===== src/hdl/acm_sat_add.sv =====
// Shared saturating adder, 16-bit or 32-bit ceiling.
module acm_sat_add (
  input  logic [31:0] a_i,
  input  logic [31:0] b_i,
  input  logic        wide_i,
  output logic [31:0] sum_o
);

  logic [32:0] s;

  always_comb begin
    s = {1'b0, a_i} + {1'b0, b_i};
    if (wide_i) begin
      sum_o = s[32] ? 32'hFFFF_FFFF : s[31:0];
    end else begin
      sum_o = (s > 33'h0_0000_FFFF) ? 32'h0000_FFFF : s[31:0];
    end
  end

endmodule


===== config.mk =====
export PLATFORM = sky130hd
export DESIGN_NAME = acm_sat_add
export DESIGN_NICKNAME = d
export VERILOG_FILES = /design/src/hdl/acm_sat_add.sv
export SDC_FILE = /design/constraint.sdc
export NUM_CORES = 1
export LEC_CHECK = 0
export BUFFER_PORTS_ARGS = -buffer_cell sky130_fd_sc_hd__buf_2
export CAP_MARGIN = 20
export CORE_ASPECT_RATIO = 0.6
export CORE_UTILIZATION = 55
export DETAILED_ROUTE_END_ITERATION = 12
export GPL_ROUTABILITY_DRIVEN = 0
export PLACE_DENSITY = 0.95
export REMOVE_ABC_BUFFERS = 1
export SYNTH_ARGS = -nofsm -noshare
export SYNTH_HDL_FRONTEND = slang
export SYNTH_SLANG_ARGS = --single-unit

===== constraint.sdc =====
create_clock -name vclk -period 5.21
set_clock_uncertainty 0.2 [all_clocks]
set_input_delay 0.2605 -clock vclk [all_inputs]
set_output_delay 0.2605 -clock vclk [all_outputs]
set_load 0.01 [all_outputs]

# Yosys cells after proc, flatten, opt, wreduce, memory -nomap -nowiden
# Cells that the tools add are included.
[word_totals]
regBits = 0
output_inout_bits = 32
word_cells = 5
[op_classes]
add_sub_neg = 1
magnitude_cmp = 1
mux = 3
[op_table]
columns = ["cell", "n"]
rows = [
  ["2-to-1 mux 32 bit", 3],
  ["adder 32 x 32 -> 33 bit", 1],
  ["greater-than comparator 33 x 16 -> 1 bit (second input constant)", 1],
]

# Logic depth before layout (Yosys ltp)
[logic_depth]
word_depth = 4
mapped_depth = 12
depth_no_buf = 11

# Worst setup path after synthesis
# OpenSTA, ideal clock, no wires.
[synth_path]
kind = "input to output"
startpoint = "in a_i[0]"
endpoint = "out sum_o[10]"
t_arrival_ps = 3027
slack_ps = 1722
cell_stages = 12
n_path_buf = 1
path_cell_list = "ha_1 -> fa_1 -> a211oi_1 -> o211ai_1 -> a41oi_2 -> o311a_1 -> a21oi_1 -> a211oi_1 -> nand4_1 -> o41ai_4 -> buf_4 -> nand2_1"
[synth_via]
elab_chain_len = 4
[synth_lines]
columns = ["item", "line_no", "source"]
rows = [
  ["from (decl)", "3", "input logic [31:0] a_i,"],
  ["adder 32 x 32 -> 33 bit *", "12", "s = {1'b0, a_i} + {1'b0, b_i};"],
  ["greater-than comparator 33 x 16 -> 1 bit", "16", "sum_o = (s > 33'h0_0000_FFFF) ? 32'h0000_FFFF : s[31:0];"],
  ["2-to-1 mux 32 bit", "16", ""],
  ["2-to-1 mux 32 bit *", "13", "if (wide_i) begin"],
  ["to (decl)", "6", "output logic [31:0] sum_o"],
]
# Every way passes the cells marked *; elsewhere a longest branch is shown, timed or not.

# Final worst setup path
[layout_path]
startpoint = "in a_i[0]"
endpoint = "out sum_o[0]"
# Same word-level chain as after synthesis.

==> flow_metrics.tcl <==
set metrics [dict create \
    grt_usage_pct 33.8 \
    maxSlewHeadroom_pct 39.2 \
    rsz0062_at_grt "no" \
    power.total_mw 0.427 \
    min_from "b_i[0]" \
    antenna_found_initial 0 \
    drv_slew 0 \
    post_cts_buffers 0 \
    place_area_um2 2790 \
    drtAntennaViolNets 0 \
    setup_viol 0 \
    status "finished, final reports clean" \
    hold_ws_ns 0.752 \
    mostFrequentLayoutCell "buf_2" \
    diodes 0 \
    cp-start-kind "primary input" \
    min_path_type "in2out" \
    routed_wl_um 7640 \
    crit_path_end_kind "primary output" \
    leakage_nw 1.26 \
    final.setup.tns_ns 0 \
    first_global_vias 2591 \
    path_buf_inv 2 \
    hold-path-cell-count 4 \
    yosysUniqueCellTypes 62 \
    final_core_util_pct 72.4 \
    vias 3094 \
    vias_per_cell 6.51 \
    critPathMaxFanout 16 \
    syn_inst 339 \
    cts_resized 0 \
    die_w_um 85.7 \
    cp.required_ns 4.75 \
    syn-mean-instance-area_um2 6.82 \
    num_io_pins 97 \
    nets 518 \
    cpMaxStageDelayCell "o41ai_4" \
    routedWlPerCell_um 16.1 \
    yosys.area.top_type_share_pct 17.3 \
    fin_area_um2 2790 \
    yosysSeqAreaShare_pct 0 \
    syn-cell-area_um2 2310 \
    route.detailed.drc 0 \
    fmax_mhz 214 \
    p_per_area_nw_per_um2 153 \
    seq_cells 0 \
    final.period_utilization_pct 89.7 \
    drv_cap 0 \
    clock_buffers 0 \
    crit_start "a_i[0]" \
    die_y_um 52.2 \
    design.die.area_um2 4470 \
    max_stage_delay_ns 0.89 \
    ctsHoldBuffers 0 \
    portBuffers 97 \
    fp.coreArea_um2 3850 \
    yosysTopAreaCell "ha_1" \
    drive_gt1_share_pct 28.0 \
    crit_arrival_ns 4.21 \
    hold_end "sum_o[0]" \
    peakVddDrop_mv 0.0796 \
    path_cells "buf_2 -> ha_1 -> fa_1 -> a211oi_1 -> o211ai_1 -> a41oi_2 -> o311a_1 -> a21oi_1 -> a211oi_1 -> nand4_1 -> o41ai_4 -> nand2b_1 -> buf_2" \
    grt-ovfl-total 0 \
    grt_start_max_net_pins 19 \
    start_util_pct 60.0 \
    yosysWarnings 0 \
    grt_first_pass_wirelength_um 12200 \
    drt_iter0_drc 393 \
    hold_viol 0 \
    synth.top_cells.by_area "ha_1 (17%), nand2_1 (8.8%), a21oi_1 (8.7%)" \
    area_delta_synth_final_pct 20.7 \
    layout_common_cells "buf_2 (97), nand2_1 (54), a21oi_1 (40)" \
    firstDrtPassIters 5 \
    worst_pin_slew_ns 0.908 \
    path_class "in2out" \
    critical-path-top-delay-family "compound AO/OA/AOI/OAI gates" \
    dp_hpwl_um 6550 \
    fp-row-count 17 \
    seqCellArea_um2 0 \
    period_needed_ns 4.67 \
]
-- worst min-delay path, delay by kind of cell --
| family | cells | cell delay [ns] |
|---|---|---|
| adders and majority gates | 1 | 0.11 |
| buffers and inverters | 2 | 0.21 |
| and+or+nand+nor | 1 | 0.11 |
-- synthesized netlist by cell type, types with 2 or more instances --
| cell | count |
|---|---|
| o21a_1 | 6 |
| a2111oi_0 | 2 |
| o211ai_1 | 8 |
| and3_1 | 2 |
| a21oi_1 | 40 |
| xnor2_1 | 17 |
| nand4_1 | 8 |
| buf_1 | 2 |
| o21bai_1 | 2 |
| a22oi_1 | 2 |
| nor2_1 | 21 |
| nand2b_1 | 3 |
| and4_1 | 4 |
| a21boi_0 | 5 |
| nor3_1 | 5 |
| o21ai_0 | 23 |
| a21o_1 | 6 |
| nor4_1 | 2 |
| nand2_1 | 54 |
| xor2_1 | 11 |
| a311oi_1 | 2 |
| and2_1 | 5 |
| a21oi_2 | 3 |
| a41oi_1 | 2 |
| inv_1 | 3 |
| buf_2 | 5 |
| o211a_1 | 3 |
| clkbuf_1 | 9 |
| o221a_2 | 6 |
| nand3_1 | 6 |
| ha_1 | 32 |
| a211oi_1 | 7 |
| o21ai_1 | 4 |
-- through the flow --
step	std cells	setup slack [ns]
2_1_floorplan	321	1.49
3_3_place_gp	475	0.967
3_5_place_dp	475	0.662
4_1_cts	475	0.674
5_1_grt	475	0.305
6_report	475	0.536
-- final cells by class --
cell class	instances	area, um^2
multi-input combinational	318	2220
fill	317	1060
inverter	3	11.3
tap	57	71.3
timing repair buffer	97	485
-- power by group --
part | switching (mW) | total (mW) | internal [mW] | leakage (nW)
sequential | 0 | 0 | 0 | 0
clock | 0 | 0 | 0 | 0
combinational | 0.257 | 0.427 | 0.170 | 1.26
-- per-layer routing --
| layer | track usage [%] | routed length (um) | up-vias |
|---|---|---|---|
| li1 | - | - | 1459 |
| met1 | 49.6 | 3340 | 1368 |
| met2 | 53.6 | 3130 | 252 |
| met3 | 5.83 | 1100 | 15 |
| met4 | 2.50 | 68 | 0 |
| met5 | 0 | 0 | - |
-- worst max-delay path by stage --
stage / to / slack [ns] / cells past startpoint
floorplan: sum_o[10] / 1.49 / 11
global placement: sum_o[13] / 0.97 / 13
detailed placement: sum_o[0] / 0.66 / 13
CTS: sum_o[0] / 0.67 / 13
global route: sum_o[13] / 0.31 / 13
finish: sum_o[0] / 0.54 / 13
-- logic make-up (layout without fill, tap and decap cells) --
kind of cell / after synthesis / after routing / synth area share, %
fa+ha+maj: 33 / 33 / 18.2
xor+xnor: 28 / 28 / 10.6
mux: 2 / 2 / 0.920
compound gates: 137 / 137 / 42.2
buf+inv: 21 / 100 / 3.90
simple gates: 118 / 118 / 24.2
Note: power is estimated with default switching activity, not from simulation.
