### src/hdl/acm_ram.sv
// Generic single-write, single-read RAM with registered read data.
module acm_ram #(
  parameter int WIDTH = 8,
  parameter int DEPTH = 16
) (
  input  logic                     clk_i,
  input  logic                     we_i,
  input  logic [$clog2(DEPTH)-1:0] waddr_i,
  input  logic [WIDTH-1:0]         wdata_i,
  input  logic                     re_i,
  input  logic [$clog2(DEPTH)-1:0] raddr_i,
  output logic [WIDTH-1:0]         rdata_o
);

  logic [WIDTH-1:0] mem [DEPTH];

  always_ff @(posedge clk_i) begin
    if (we_i) begin
      mem[waddr_i] <= wdata_i;
    end
    if (re_i) begin
      rdata_o <= mem[raddr_i];
    end
  end

endmodule

### config.mk
export PLATFORM = sky130hd
export DESIGN_NAME = acm_ram
export DESIGN_NICKNAME = d
export VERILOG_FILES = /design/src/hdl/acm_ram.sv
export SDC_FILE = /design/constraint.sdc
export NUM_CORES = 1
export LEC_CHECK = 0
export BUFFER_PORTS_ARGS = -buffer_cell sky130_fd_sc_hd__buf_2
export CORE_UTILIZATION = 50
export DETAILED_ROUTE_END_ITERATION = 16
export PLACE_DENSITY = 0.66
export SLEW_MARGIN = 15
export SYNTH_ARGS = -nofsm -noshare
export SYNTH_HDL_FRONTEND = slang
export SYNTH_SLANG_ARGS = --single-unit
### constraint.sdc
create_clock -name clk_i -period 4.1 [get_ports clk_i]
set_input_delay 0.205 -clock clk_i [delete_from_list [all_inputs] [get_ports clk_i]]
set_output_delay 0.205 -clock clk_i [all_outputs]
set_load 0.02 [all_outputs]
* Yosys cells after proc, flatten, opt, wreduce, memory -nomap -nowiden
Memory sizes are Yosys's and may differ from the RTL's. A register that Yosys moved wholly into a read port is not among the register bits.
Index checks and enable logic that the tools add are counted.
** Storage, ports and cells
- Bits in registers :: 0
- Memory bits (writable) :: 128
- Input bits :: 19
- Output and inout bits :: 8
- Logic and storage cells :: 3
- Memories kept :: 1
** Operators by class
- Mux-type cells :: 2
** Memories
- mem :: words 16, bits a word 8, rd ports 1, clocked after Yosys merged registers in 1, write ports 1, RTL line 15 : logic [WIDTH-1:0] mem [DEPTH];
** Operators with widths (number)
- $mux 1 :: 2

* Logic depth before layout (Yosys ltp)
- Depth in word-level cells :: 2
- Gate-level depth with buffers :: 5
- Gate-level depth less buffers :: 3

* Worst setup path after synthesis
OpenSTA, ideal clock, no wires.
- Path type :: input-to-reg
- Start :: input port waddr_i[2]
- End :: memory mem[0][0] (enable)
- Setup time :: 383 ps
- Data arrival time :: 1315 ps
- Required time :: 3717 ps
- Path slack :: 2402 ps
- Cell stages on the path :: 2
- Path buffers :: 0
- Path through :: or3b_2 -> nor3_1
** RTL lines
- start, declared :: RTL line 8 : input logic [$clog2(DEPTH)-1:0] waddr_i,
- end, declared :: RTL line 15
No word-level cell before the write port.

==> key figures <==
STA
  • Final Hold Viols: 0
  • Peak Freq: between 500 and 600 MHz
  • Setup TNS: 0 ps
  • Slew HR: 0.240
  • Worst Skew: about 6.1 ps
  • Final hold slack: between 70 and 80 ps
  • Final setup violating endpoints: 0
  • RSZ-0062 raised after global routing: no
  • Period minus WS final: about 1800 ps
  • Fin. max-slew vios: 0
  • Worst slew pin tran: approximately 1100 ps
  • Post-route setup slack: 2290 ps
  • Final period util: 0.440

Hold path
  • Hold Path Origin: wdata_i[7]
  • Hold crit path type: input port to register
  • Hold endpoint: mem[1][7]$_DFFE_PP_
  • Hold-critical path depth: 1

Power
  • Pwr Total: 3.08 mW
  • Pwr/cell area: 513 nW/um^2
  • Clock network power share: 0.442
  • P_sw: 606 uW
  • Combinational share of power: 0.046
  • Switching share of power: 0.197
  • Sequential Power Share: 0.512
  • Int Pwr: around 2.5 mW
  • Maximum VDD drop: 0.217 mV
  • P_leak: 1.98 nW

Worst setup path
  • Reg2reg path depth: 3
  • CP top delay family: buffers and inverters
  • Crit-path cells: buf_2 -> mux4_1 -> a22oi_1 -> nand2_1
  • RR Endpoint: rdata_o[3]$_DFFE_PP_
  • Worst Setup End Kind: register
  • Flop2flop setup slack: 2570 ps
  • CP bufs+invs: 1
  • Slowest-stage cell, CP: buf_2
  • Setup Crit Path Kind: input port to register
  • Worst EP arrival: around 2000 ps
  • CP Launch Type: input port
  • WP depth: 4
  • Critical Path RT: roughly 4400 ps
  • Worst r2r src: mem[0][3]$_DFFE_PP_
  • Max stage delay on crit path: a little under 800 ps
  • Crit-path max FO: 32

Clocking
  • CTS Hold Buffers Added: 0
  • H-tree depth: 4
  • CTS sink cnt: about 140
  • Worst-Skew Late Latency: 510 ps
  • Number of gates resized after cts: 0
  • CTS tree: yes
  • Root buf cell: clkbuf_8
  • Post-CTS setup buffer count: 0
  • Longest Clk Path Bufs: 2
  • Reg clk slew, reported paths: 60 ps
  • CTS Buf Count: 17

Global route
  • Largest net degree at the start of global routing: 33
  • First-pass GRT wire length: about 15 mm
  • Initial antenna violation count: 0
  • GR Util All Layers: 0.201
  • Vias in the first global route: around 2,500
  • Total global routing overflow: 0

Cells and area
  • Nets: ~290
  • Finished layout cell area: 6000 sq um
  • Core Util, Final: 0.602
  • Layout cells sized above 1: 0.262
  • Layout area overhead: 14.7%
  • Number of antenna diodes: 0
  • Fillers: around 700
  • Final Non-Filler Cells: 412

Die
  • Initial core utilization: 0.525
  • Placeable Area: 9950 sq um
  • Die Area: around 11,000 sq um
  • I/O pin cnt: 27
  • Row count: 36
  • Height of the die: around 100 microns
  • Die W: about 100 microns

Synthesis
  • Top cells by area, synth: edfxtp_1 (78%), mux4_2 (7.8%), mux4_1 (7.0%)
  • Mapped Area: approximately 5200 sq um
  • Seq/Total Area, Yosys: 0.781
  • Post-Synthesis Cells: between 200 and 250
  • Top cell type's share of synthesized area: 0.781
  • Seq cells post-synth: about 140
  • Synth unique cells: 18
  • Mapped Nets: between 200 and 250
  • Yosys top cell by area: edfxtp_1
  • Number of synthesis warnings: 0
  • Syn Area/Cell: 22.8 sq um

Detailed routing
  • Top routing layer used: met4
  • Metal2 WL: about 4.8 mm
  • Total wire length: approximately 10 mm
  • Vias: approximately 2,500
  • DR WL/cell: between 20 and 25 microns
  • Post-route ant nets: 0
  • Residual DRC count: 0
  • DR WL met3: roughly 660 microns
  • Post-Route M1 WL: between 4 and 5 mm
  • Number of DRC markers in iteration 0: between 200 and 250
  • Pre-Repair DR Iteration Count: 5
  • Avg Vias per Cell: 6.02

Job
  • Max cap viols: 0

Place
  • Placer congestion estimate: between 0.7 and 0.8
  • Area after DPL: 5460 sq um
  • IO buf count: 26
  • Dpl ws: between 1500 and 2000 ps
  • Placed cells: between 300 and 400
  • Post-DP HPWL: approximately 6 mm

Status
  • Outcome: complete, no violations
-- worst register-to-register path, cell delays in order, from the launching register on --
cell and delay, ps:
edfxtp_1 380, mux4_1 510, a22oi_1 290, nand2_1 100
-- area by class of cell --
cell class	count	area, sq um	area share
Clock buffer	20	425	0.0709
Tap cell	133	166	0.0277
Multi-Input combinational cell	83	1070	0.178
Timing Repair Buffer	28	145	0.0242
Clock inverter	12	109	0.0182
Sequential cell	136	4080	0.681
-- cell usage after synthesis, drive strengths merged --
| cell type | instances |
|---|---|
| nor3 | 4 |
| nand2 | 9 |
| or3b | 1 |
| nor2b | 1 |
| nand3b | 2 |
| nand2b | 2 |
| edfxtp | 136 |
| nor2 | 13 |
| and2 | 1 |
| mux4 | 32 |
| a22oi | 16 |
| buf | 7 |
| nand3 | 1 |
| and2b | 1 |
| clkdlybuf4s25 | 3 |
-- layer usage --
layer,global-route usage,up-vias
li1,-,1062
met1,0.286,1283
met2,0.292,119
met3,0.0514,17
met4,0.100,0
met5,0,-
-- logic make-up after synthesis --
kind of cell	share of synthesized area
DFF	0.781
and+or+nand+nor	0.0314
muxes	0.148
AOI/OAI and AO/OA	0.0230
buffers and inverters	0.0165
-- power groups by stage --
stage | sequential [mW] | clock (mW) | combinational, mW
2_1_floorplan | 1.61 | 0 | 0.0791
3_3_place_gp | 1.60 | 0 | 0.139
3_5_place_dp | 1.61 | 0 | 0.143
4_1_cts | 1.58 | 1.38 | 0.143
5_1_grt | 1.58 | 1.44 | 0.151
6_report | 1.58 | 1.36 | 0.141
-- worst max-delay path by stage --
stage                    start              endpoint  slack, ps
finish              raddr_i[0]  rdata_o[3]$_DFFE_PP_       2290
detailed placement  raddr_i[0]  rdata_o[3]$_DFFE_PP_       1720
CTS                 raddr_i[0]  rdata_o[3]$_DFFE_PP_       2270
global placement    raddr_i[0]  rdata_o[3]$_DFFE_PP_       1760
global route        raddr_i[0]  rdata_o[4]$_DFFE_PP_       2190
floorplan           waddr_i[2]   mem[0][0]$_DFFE_PP_       2400
-- cell usage in the layout (no fill, tap or decap), drive strengths merged --
| cell | synthesis | final |
|---|---|---|
| clkinv | 0 | 8 |
| clkinvlp | 0 | 2 |
| nor3 | 4 | 4 |
| nand2 | 9 | 9 |
| bufinv | 0 | 2 |
| and2 | 1 | 1 |
| clkbuf | 0 | 20 |
| nand3b | 2 | 2 |
| buf | 7 | 28 |
| or3b | 1 | 1 |
| a22oi | 16 | 16 |
| nand2b | 2 | 2 |
| edfxtp | 136 | 136 |
| nand3 | 1 | 1 |
| nor2b | 1 | 1 |
| mux4 | 32 | 32 |
| nor2 | 13 | 13 |
| and2b | 1 | 1 |
-- state kept, by name (all words and copies together), names as in the netlist --
signal / cells
mem: 128
rdata_o: 8
Power figures use the tool's default switching activity.
